===== src/design/sensitive_data_class_scanner_assert.svh =====
// Assertion macros shared by the scanner RTL.
// Included by the front, queue and back modules; no other dependencies.
`ifndef SENSITIVE_DATA_CLASS_SCANNER_ASSERT_SVH
`define SENSITIVE_DATA_CLASS_SCANNER_ASSERT_SVH
`ifndef ASSERT_OFF
// Property holds on every clock edge out of reset.
`define SDCS_ASSERT_ALWAYS(label, clk, rst_n, prop) \
    label: assert property (@(posedge clk) disable iff (!rst_n) (prop)) \
        else $error("sdcs assertion failed");
// Consequent holds in the same cycle as the antecedent.
`define SDCS_ASSERT_IMPL(label, clk, rst_n, ante, cons) \
    label: assert property (@(posedge clk) disable iff (!rst_n) (ante) |-> (cons)) \
        else $error("sdcs assertion failed");
// Consequent holds in the cycle after the antecedent.
`define SDCS_ASSERT_NEXT(label, clk, rst_n, ante, cons) \
    label: assert property (@(posedge clk) disable iff (!rst_n) (ante) |=> (cons)) \
        else $error("sdcs assertion failed");
`else
`define SDCS_ASSERT_ALWAYS(label, clk, rst_n, prop)
`define SDCS_ASSERT_IMPL(label, clk, rst_n, ante, cons)
`define SDCS_ASSERT_NEXT(label, clk, rst_n, ante, cons)
`endif
`endif


===== src/design/sdcs_pkg.sv =====
// Package for the sensitive data class scanner: widths, constants, types
// and the digit-run length classifier. No dependencies.
`timescale 1ns / 1ps

package sdcs_pkg;

    // Payload widths
    localparam int ByteW = 8;
    localparam int MaskW = 5;

    // Scan window and byte position counter
    localparam int WindowBytes = 256;
    localparam int PosW        = $clog2(WindowBytes + 1);

    // Run counters
    localparam int DigitW = 5;
    localparam int LetterW = 4;
    localparam logic [DigitW-1:0]  DigitSat  = 5'd20;
    localparam logic [LetterW-1:0] LetterSat = 4'd8;

    // Shape constants
    localparam logic [LetterW-1:0] PanLetters  = 4'd5;
    localparam logic [DigitW-1:0]  PanDigits   = 5'd4;
    localparam logic [LetterW-1:0] IfscLetters = 4'd4;
    localparam logic [DigitW-1:0]  IfscDigits  = 5'd1;
    localparam logic [DigitW-1:0]  AadhaarLen  = 5'd12;
    localparam logic [DigitW-1:0]  CardMinLen  = 5'd13;
    localparam logic [DigitW-1:0]  AcctMinLen  = 5'd9;
    localparam logic [DigitW-1:0]  AcctMaxLen  = 5'd18;

    // ASCII codes
    localparam logic [ByteW-1:0] AsciiZero = 8'h30;
    localparam logic [ByteW-1:0] AsciiNine = 8'h39;
    localparam logic [ByteW-1:0] AsciiUpA  = 8'h41;
    localparam logic [ByteW-1:0] AsciiUpZ  = 8'h5A;

    // Class mask bit positions
    localparam int ClsPan     = 0;
    localparam int ClsAadhaar = 1;
    localparam int ClsIfsc    = 2;
    localparam int ClsAccount = 3;
    localparam int ClsCard    = 4;

    // Front-to-back queue
    localparam int QDepth = 2;
    localparam int QPtrW  = $clog2(QDepth);
    localparam int QCntW  = $clog2(QDepth + 1);

    typedef logic [MaskW-1:0] t_mask;

    // One classified byte as handed from front to back
    typedef struct packed {
        logic last;
        logic in_window;
        logic numeral;
        logic capital;
        logic is_zero;
    } t_item;

    // Classes implied by a closed digit run of the given length
    function automatic t_mask run_classes(input logic [DigitW-1:0] run);
        t_mask m;
        m = '0;
        if (run == AadhaarLen) m[ClsAadhaar] = 1'b1;
        if (run >= CardMinLen) m[ClsCard] = 1'b1;
        if (run >= AcctMinLen && run <= AcctMaxLen) m[ClsAccount] = 1'b1;
        return m;
    endfunction

endpackage


===== src/design/sdcs_stream_if.sv =====
// Valid/ready stream interfaces for the scanner's byte input and mask output.
// Depends on sdcs_pkg for payload widths.
`timescale 1ns / 1ps

interface sdcs_in_if;
    import sdcs_pkg::*;
    logic             valid;
    logic             ready;
    logic [ByteW-1:0] data_byte;
    logic             last_byte;

    modport source(output valid, output data_byte, output last_byte, input ready);
    modport sink(input valid, input data_byte, input last_byte, output ready);
endinterface

interface sdcs_out_if;
    import sdcs_pkg::*;
    logic             valid;
    logic             ready;
    logic [MaskW-1:0] class_bits;

    modport source(output valid, output class_bits, input ready);
    modport sink(input valid, input class_bits, output ready);
endinterface


===== src/design/sdcs_front.sv =====
// Front end: accepts bytes, classifies them and tracks the window position.
// Depends on sdcs_pkg, sdcs_in_if and the assertion header.
`timescale 1ns / 1ps
`include "sensitive_data_class_scanner_assert.svh"

module sdcs_front (
    input  logic            i_clk,
    input  logic            i_rst_n,
    sdcs_in_if.sink         i_in,
    output sdcs_pkg::t_item o_item,
    output logic            o_item_valid,
    input  logic            i_item_ready
);
    import sdcs_pkg::*;

    logic [PosW-1:0] r_pos;
    logic [PosW-1:0] n_pos;
    logic            accept;
    logic            in_window;

    assign i_in.ready   = i_item_ready;
    assign o_item_valid = i_in.valid;
    assign accept       = i_in.valid && i_item_ready;
    assign in_window    = r_pos < PosW'(WindowBytes);

    always_comb begin
        o_item.last      = i_in.last_byte;
        o_item.in_window = in_window;
        o_item.numeral   = (i_in.data_byte >= AsciiZero) && (i_in.data_byte <= AsciiNine);
        o_item.capital   = (i_in.data_byte >= AsciiUpA) && (i_in.data_byte <= AsciiUpZ);
        o_item.is_zero   = i_in.data_byte == AsciiZero;
    end

    // Position saturates at the window size and restarts after the last byte
    always_comb begin
        n_pos = r_pos;
        if (accept) begin
            if (i_in.last_byte) begin
                n_pos = '0;
            end else if (in_window) begin
                n_pos = r_pos + 1'b1;
            end
        end
    end

    always_ff @(posedge i_clk) begin
        if (!i_rst_n) begin
            r_pos <= '0;
        end else begin
            r_pos <= n_pos;
        end
    end

    `SDCS_ASSERT_NEXT(a_pos_clears_on_last, i_clk, i_rst_n, accept && i_in.last_byte, r_pos == '0)
    `SDCS_ASSERT_ALWAYS(a_pos_in_range, i_clk, i_rst_n, r_pos <= PosW'(WindowBytes))

endmodule


===== src/design/sdcs_queue.sv =====
// Short FIFO of classified bytes between front and back.
// Depends on sdcs_pkg and the assertion header.
`timescale 1ns / 1ps
`include "sensitive_data_class_scanner_assert.svh"

module sdcs_queue (
    input  logic            i_clk,
    input  logic            i_rst_n,
    input  sdcs_pkg::t_item i_push_item,
    input  logic            i_push_valid,
    output logic            o_push_ready,
    output sdcs_pkg::t_item o_pop_item,
    output logic            o_pop_valid,
    input  logic            i_pop_ready
);
    import sdcs_pkg::*;

    t_item             r_slot [QDepth];
    logic [QPtrW-1:0]  r_wr_ptr;
    logic [QPtrW-1:0]  r_rd_ptr;
    logic [QCntW-1:0]  r_count;
    logic [QPtrW-1:0]  n_wr_ptr;
    logic [QPtrW-1:0]  n_rd_ptr;
    logic [QCntW-1:0]  n_count;
    logic              push;
    logic              pop;

    assign o_push_ready = r_count != QCntW'(QDepth);
    assign o_pop_valid  = r_count != '0;
    assign o_pop_item   = r_slot[r_rd_ptr];
    assign push         = i_push_valid && o_push_ready;
    assign pop          = o_pop_valid && i_pop_ready;

    always_comb begin
        n_wr_ptr = r_wr_ptr;
        n_rd_ptr = r_rd_ptr;
        n_count  = r_count;
        if (push) begin
            n_wr_ptr = (r_wr_ptr == QPtrW'(QDepth - 1)) ? '0 : r_wr_ptr + 1'b1;
        end
        if (pop) begin
            n_rd_ptr = (r_rd_ptr == QPtrW'(QDepth - 1)) ? '0 : r_rd_ptr + 1'b1;
        end
        if (push && !pop) begin
            n_count = r_count + 1'b1;
        end else if (pop && !push) begin
            n_count = r_count - 1'b1;
        end
    end

    always_ff @(posedge i_clk) begin
        if (!i_rst_n) begin
            r_wr_ptr <= '0;
            r_rd_ptr <= '0;
            r_count  <= '0;
        end else begin
            r_wr_ptr <= n_wr_ptr;
            r_rd_ptr <= n_rd_ptr;
            r_count  <= n_count;
        end
    end

    always_ff @(posedge i_clk) begin
        if (push) begin
            r_slot[r_wr_ptr] <= i_push_item;
        end
    end

    `SDCS_ASSERT_ALWAYS(a_count_bounded, i_clk, i_rst_n, r_count <= QCntW'(QDepth))

endmodule


===== src/design/sdcs_back.sv =====
// Back end: run counters, class detection and the registered mask output.
// Depends on sdcs_pkg, sdcs_out_if and the assertion header.
`timescale 1ns / 1ps
`include "sensitive_data_class_scanner_assert.svh"

module sdcs_back (
    input  logic            i_clk,
    input  logic            i_rst_n,
    input  sdcs_pkg::t_item i_item,
    input  logic            i_item_valid,
    output logic            o_item_ready,
    sdcs_out_if.source      o_out
);
    import sdcs_pkg::*;

    logic [DigitW-1:0]  r_digit_count;
    logic [LetterW-1:0] r_letter_count;
    logic [LetterW-1:0] r_letters_before;
    t_mask              r_found_mask;
    logic               r_out_valid;
    t_mask              r_out_mask;
    logic [DigitW-1:0]  n_digit_count;
    logic [LetterW-1:0] n_letter_count;
    logic [LetterW-1:0] n_letters_before;
    t_mask              n_found_mask;
    logic               n_out_valid;
    t_mask              n_out_mask;
    logic               out_free;
    logic               pop;
    logic               last_pop;
    logic               runs_in_range;
    logic               state_idle;

    // Only a last byte needs the output slot; others pass every cycle
    assign out_free     = !r_out_valid || o_out.ready;
    assign o_item_ready = !i_item.last || out_free;
    assign pop          = i_item_valid && o_item_ready;

    assign o_out.valid      = r_out_valid;
    assign o_out.class_bits = r_out_mask;

    always_comb begin
        n_digit_count    = r_digit_count;
        n_letter_count   = r_letter_count;
        n_letters_before = r_letters_before;
        n_found_mask     = r_found_mask;
        n_out_valid      = r_out_valid && !o_out.ready;
        n_out_mask       = r_out_mask;
        if (pop) begin
            if (i_item.in_window) begin
                if (i_item.numeral) begin
                    if (r_digit_count == '0) n_letters_before = r_letter_count;
                    if (r_digit_count < DigitSat) n_digit_count = r_digit_count + 1'b1;
                    if (n_letters_before == PanLetters && n_digit_count == PanDigits) begin
                        n_found_mask[ClsPan] = 1'b1;
                    end
                    if (n_letters_before == IfscLetters && n_digit_count == IfscDigits
                        && i_item.is_zero) begin
                        n_found_mask[ClsIfsc] = 1'b1;
                    end
                    n_letter_count = '0;
                end else begin
                    if (i_item.capital) begin
                        if (r_letter_count < LetterSat) n_letter_count = r_letter_count + 1'b1;
                    end else begin
                        n_letter_count = '0;
                    end
                    if (r_digit_count != '0) begin
                        n_found_mask  = n_found_mask | run_classes(r_digit_count);
                        n_digit_count = '0;
                    end
                end
            end
            if (i_item.last) begin
                // An open digit run is judged at the end of the message
                n_out_valid      = 1'b1;
                n_out_mask       = n_found_mask | run_classes(n_digit_count);
                n_digit_count    = '0;
                n_letter_count   = '0;
                n_letters_before = '0;
                n_found_mask     = '0;
            end
        end
    end

    always_ff @(posedge i_clk) begin
        if (!i_rst_n) begin
            r_digit_count    <= '0;
            r_letter_count   <= '0;
            r_letters_before <= '0;
            r_found_mask     <= '0;
            r_out_valid      <= 1'b0;
        end else begin
            r_digit_count    <= n_digit_count;
            r_letter_count   <= n_letter_count;
            r_letters_before <= n_letters_before;
            r_found_mask     <= n_found_mask;
            r_out_valid      <= n_out_valid;
        end
    end

    always_ff @(posedge i_clk) begin
        r_out_mask <= n_out_mask;
    end

    assign last_pop      = pop && i_item.last;
    assign runs_in_range = (r_digit_count <= DigitSat) && (r_letter_count <= LetterSat);
    assign state_idle    = (r_digit_count == '0) && (r_found_mask == '0);

    `SDCS_ASSERT_ALWAYS(a_runs_saturate, i_clk, i_rst_n, runs_in_range)
    `SDCS_ASSERT_NEXT(a_last_clears_state, i_clk, i_rst_n, last_pop, state_idle && r_out_valid)
    `SDCS_ASSERT_IMPL(a_no_overwrite, i_clk, i_rst_n, last_pop, out_free)

endmodule


===== src/design/sensitive_data_class_scanner.sv =====
// Top level of the sensitive data class scanner.
// Depends on sdcs_pkg, sdcs_stream_if, sdcs_front, sdcs_queue and sdcs_back.
`timescale 1ns / 1ps
// Usage:
//   i_in   byte stream: data_byte is one raw ASCII byte, last_byte marks the
//          final byte of a message. An item moves when valid and ready are high.
//   o_out  one class_bits item per message (bit0 PAN, bit1 Aadhaar, bit2 IFSC,
//          bit3 account number, bit4 card), issued for the last byte only.
//   Only the first WINDOW_BYTES (256) bytes of a message are scanned; later
//   bytes are taken but leave the counters alone.
// Throughput: one byte per cycle while i_in.ready is high. The front classifies in
//   the accept cycle, a two-entry queue decouples it from the back, which
//   updates the run counters once per byte.
// Path: the mask of a message goes through the queue and then the output
//   register before it appears on o_out.
// Stall: while o_out is held off, non-final bytes keep draining; a second last
//   byte waits in the queue, and i_in.ready drops once the queue is full.
// Reset: synchronous, active low; clears counters, queue and output valid.
module sensitive_data_class_scanner (
    input  logic        i_clk,
    input  logic        i_rst_n,
    sdcs_in_if.sink     i_in,
    sdcs_out_if.source  o_out
);
    import sdcs_pkg::*;

    t_item front_item;
    logic  front_valid;
    logic  front_ready;
    t_item back_item;
    logic  back_valid;
    logic  back_ready;

    // Classifier and window position
    sdcs_front u_front (
        .i_clk        (i_clk),
        .i_rst_n      (i_rst_n),
        .i_in         (i_in),
        .o_item       (front_item),
        .o_item_valid (front_valid),
        .i_item_ready (front_ready)
    );

    // Decoupling queue
    sdcs_queue u_queue (
        .i_clk        (i_clk),
        .i_rst_n      (i_rst_n),
        .i_push_item  (front_item),
        .i_push_valid (front_valid),
        .o_push_ready (front_ready),
        .o_pop_item   (back_item),
        .o_pop_valid  (back_valid),
        .i_pop_ready  (back_ready)
    );

    // Run counters, detection and output register
    sdcs_back u_back (
        .i_clk        (i_clk),
        .i_rst_n      (i_rst_n),
        .i_item       (back_item),
        .i_item_valid (back_valid),
        .o_item_ready (back_ready),
        .o_out        (o_out)
    );

endmodule


===== src/flat_wrapper.sv =====
// flat-port wrapper written by rule: the top's interface ports become plain ports
module sensitive_data_class_scanner_flat import sdcs_pkg::*;
  (i_clk, i_rst_n, i_in_valid, i_in_data_byte, i_in_last_byte, i_in_ready, o_out_valid, o_out_class_bits, o_out_ready);
  sdcs_in_if i_in_i ();
  sdcs_out_if o_out_i ();
  input  logic i_clk;
  input  logic i_rst_n;
  input wire logic [$bits(i_in_i.valid)-1:0] i_in_valid;
  input wire logic [$bits(i_in_i.data_byte)-1:0] i_in_data_byte;
  input wire logic [$bits(i_in_i.last_byte)-1:0] i_in_last_byte;
  output wire logic [$bits(i_in_i.ready)-1:0] i_in_ready;
  output wire logic [$bits(o_out_i.valid)-1:0] o_out_valid;
  output wire logic [$bits(o_out_i.class_bits)-1:0] o_out_class_bits;
  input wire logic [$bits(o_out_i.ready)-1:0] o_out_ready;
  assign i_in_i.valid = i_in_valid;
  assign i_in_i.data_byte = i_in_data_byte;
  assign i_in_i.last_byte = i_in_last_byte;
  assign i_in_ready = i_in_i.ready;
  assign o_out_valid = o_out_i.valid;
  assign o_out_class_bits = o_out_i.class_bits;
  assign o_out_i.ready = o_out_ready;
  sensitive_data_class_scanner u_core (.i_clk(i_clk), .i_rst_n(i_rst_n), .i_in(i_in_i), .o_out(o_out_i));
endmodule

===== config.mk =====
export PLATFORM = sky130hd
export DESIGN_NAME = sensitive_data_class_scanner_flat
export DESIGN_NICKNAME = d
export VERILOG_FILES = /design/src/design/sdcs_pkg.sv /design/src/design/sdcs_stream_if.sv /design/src/design/sdcs_front.sv /design/src/design/sdcs_queue.sv /design/src/design/sdcs_back.sv /design/src/design/sensitive_data_class_scanner.sv /design/src/flat_wrapper.sv
export VERILOG_INCLUDE_DIRS = /design/src /design/src/design
export SDC_FILE = /design/constraint.sdc
export NUM_CORES = 1
export LEC_CHECK = 0
export ABC_AREA = 1
export BUFFER_PORTS_ARGS = -buffer_cell sky130_fd_sc_hd__buf_2
export CAP_MARGIN = 15
export CORE_MARGIN = 5
export CORE_UTILIZATION = 25
export CTS_CLUSTER_DIAMETER = 40
export DETAILED_ROUTE_END_ITERATION = 12
export PLACE_DENSITY = 0.43
export RECOVER_POWER = 25
export SYNTH_ARGS = -nofsm -noshare
export SYNTH_HDL_FRONTEND = slang
export SYNTH_SLANG_ARGS = --single-unit

===== constraint.sdc =====
create_clock -name i_clk -period 3.7 [get_ports i_clk]
set_input_delay 0.555 -clock i_clk [delete_from_list [all_inputs] [get_ports i_clk]]
set_output_delay 0.555 -clock i_clk [all_outputs]
set_load 0.02 [all_outputs]

==> summary.md <==
| Metric | Value |
|---|---|
| Adder-cell share of the synthesized area | `0.0274` |
| Area grow syn2layout | `12.0%` |
| CTS Buffer Depth | `2` |
| Pin count of the biggest net entering global routing | `15` |
| Mapped Area | `0.00274 mm2` |
| Critical path peak fanout | `10` |
| Total gr overflow | `0` |
| Post-Syn Nets | `396` |
| # Max-Cap Violations | `0` |
| Critical Path Start Type | `register` |
| LEAKAGE | `1.31 nW` |
| Synth Warn # | `0` |
| DRC | `0` |
| Sequential cell area | `0.00111 mm2` |
| Post-Synth XOR/XNOR Area | `0.00320` |
| Initial DRC count | `160` |
| Status | `complete, no violations` |
| PostCTS Resize Cnt | `0` |
| Cells after Synth | `377` |
| Skew-Pair Late Insertion Delay | `300 ps` |
| Pwr Density | `604 mW/mm2` |
| Total clock sinks | `48` |
| Crit path kind | `register to register` |
| WL per Instance | `11.2 um` |
| Worst VDD drop | `0.000250 V` |
| Sum Neg Setup Slack | `0 ps` |
| IO buf count | `19` |
| Drt pass-1 iters | `4` |
| Synth top area cells | `dfxtp_1, edfxtp_1, nand2_1` |
| Tmin final | `1940 ps` |
| CTS tree | `yes` |
| Synth unique cells | `36` |
| Worst-Margin Slew | `582 ps` |
| Max_slew headroom | `0.608` |
| Synth Register Bits | `48` |
| Met3 WL | `296 um` |
| Vias in the first global route | `2237` |
| WP data required | `3890 ps` |
| Top cell type's share of synthesized area | `0.241` |
| Cell taking the most area after synthesis | `dfxtp_1` |
| Final Slew Violations | `0` |
| Max Clock Freq | `515 MHz` |
| Row count | `38` |
| Ys flop type | `dfxtp_1` |
| Routability Congestion | `0.786` |
| Die width | `115 um` |
| Crit path DAT | `2130 ps` |
| Post-synth EDFFs | `15` |
| Final hold vios | `0` |
| DR top layer | `met4` |
| # Post-CTS Setup Buffers | `0` |
| Final worst path period share | `0.525` |
| I/O pins | `20` |
| Final Cell Area | `0.00307 mm2` |
| HP Class | `register to register` |
| Share of cells above drive strength 1 | `0.135` |
| Critical path's slowest cell | `dfxtp_1` |
| Worst clock skew | `10.8 ps` |
| Die extent in y | `115 um` |
| WL final | `6020 um` |
| DRT antenna net count | `0` |
| Crit path cell chain | `inv_8 -> nand2_8 -> nand2_8 -> nand2_4 -> nand2_8 -> ha_1 -> a21oi_1 -> o21ai_0 -> o21ai_0 -> a21oi_1` |
| CP peak stage delay | `630 ps` |
| Hold_buf cts | `0` |
| Synth Area in Compound Gates | `0.114` |
| Seq/Total Area, Yosys | `0.406` |
| Commonest cells post-synth | `nand2_1, inv_1, nor2_1` |
| Main combinational cell family by area after synthesis | `simple AND/OR/NAND/NOR gates` |
| Mean Syn Cell Area | `7.26 um2` |
| Top cell by count, worst path | `nand2_8` |
| Global-route wire length before repair | `10500 um` |
| RSZ-0062 raised after global routing | `false` |
| CTS Buf Count | `5` |
| Dpl cell area | `0.00298 mm2` |
| Most frequent cell after synthesis | `nand2_1` |
| Layout fillers | `1171` |
| H-tree levels | `2` |
| Post-synthesis mux area share | `0` |
| Root buf cell | `clkbuf_8` |
| Smallest hold slack | `456 ps` |
| Initial Util | `0.254` |
| Die Area | `0.0131 mm2` |
| Initial antenna violation count | `0` |
| Area of the multi-input gates | `0.00138 mm2` |
| Post-DP HPWL | `4730 um` |
| Post-synthesis async set-or-reset flop share | `0` |
| GRT Total Usage | `0.0990` |
| Met2 wire length | `2610 um` |
| WL met1 | `3090 um` |
| Vias | `2330` |
| Critical path capture point type | `register` |
| Final setup vio count | `0` |
| Simple-gate share of the synthesized area | `0.362` |
| Antenna cell count | `0` |
| Clk slew on worst S/H paths | `90 ps` |
| Fin nets | `418` |
| Core ar. | `0.0108 mm2` |
| Vias per Instance | `4.31` |
==> per-stage QoR <==
step | total power [mW] | cells | setup slack, ps | util
after floorplan | 1.35 | 377 | 2000 | -
after global routing | 2.03 | 540 | 1570 | 0.284
after global placement | 1.55 | 532 | 1770 | 0.276
final | 1.85 | 540 | 1760 | 0.284
after CTS | 1.90 | 540 | 1730 | 0.285
after detailed placement | 1.54 | 532 | 1750 | 0.276
==> path summary, 6_finish.rpt <==
path	from	to	slack, ps	cells after the start
setup / recovery	register	u_core.u_queue.r_count[1]	1760	10
hold / removal	u_core.u_queue.r_rd_ptr	u_core.u_queue.r_rd_ptr	460	1
setup reg to reg	register	u_core.u_queue.r_count[1]	1760	10
hold reg to reg	u_core.u_queue.r_rd_ptr	u_core.u_queue.r_rd_ptr	460	1
==> state kept, by name, summed over array words and instances, names as in the netlist, named ones only <==
signal / count
u_core.u_queue.r_count: 2
u_core.u_queue.r_rd_ptr: 1
u_core.u_back.r_letters_before: 4
u_core.u_queue.r_wr_ptr: 1
u_core.u_back.r_found_mask: 5
u_core.u_back.o_out.class_bits: 5
u_core.u_queue.r_slot: 10
u_core.u_back.r_letter_count: 4
u_core.u_front.r_pos: 9
u_core.u_back.o_out.valid: 1
u_core.u_back.r_digit_count: 5
==> cell usage in the layout (no fill, tap or decap), types with 2 or more instances in the layout <==
cell type and instances:
buf_2 16, nor3_1 3, nand2_4 3, a21oi_2 2, nand2_1 115, nand3_1 28
nor2_4 2, clkbuf_8 6, nor2_1 40, dfxtp_1 33, nand2_2 8, clkbuf_1 3
a21oi_4 2, o21bai_1 3, edfxtp_1 15, nand2_8 3, inv_2 2, o21ai_1 3
ha_1 6, a21oi_1 27, o21ai_0 14, inv_1 49, nor2_2 2, inv_8 2
==> area by class of cell <==
class | instances | area share
clock inverter | 1 | 0.00245
multi-input combinational | 272 | 0.449
timing repair buffer | 19 | 0.0298
tap | 140 | 0.0571
inverter | 53 | 0.0698
sequential | 48 | 0.362
clock buffer | 7 | 0.0294
==> where the power goes <==
group | internal (mW) | switching [mW] | leakage (nW) | total, mW
registers | 0.626 | 0.0583 | 0.404 | 0.685
logic | 0.251 | 0.574 | 0.862 | 0.825
clock network | 0.160 | 0.182 | 0.0479 | 0.342
total | 1.04 | 0.815 | 1.31 | 1.85
==> metal layers <==
layer,vias to the layer above,GRT usage
li1,1242,-
met2,43,0.156
met5,-,0
met1,1043,0.141
met4,0,0.0190
met3,2,0.0190
==> critical path, delay by kind of cell (launching register included) <==
family                   cells  cell delay (ps)
AND/OR/NAND/NOR              4              340
flip-flops                   1              630
adder cells (fa/ha/maj)      1              340
buffers and inverters        1               80
AO/OA/AOI/OAI                4              420
==> logic make-up (layout without fill, tap and decap cells) <==
group           Yosys count  in the layout
xor+xnor                  1              1
flops                    48             48
simple gates            212            212
compound gates           53             53
buf+inv                  57             80
fa+ha+maj                 6              6
Power figures use the tool's default switching activity.
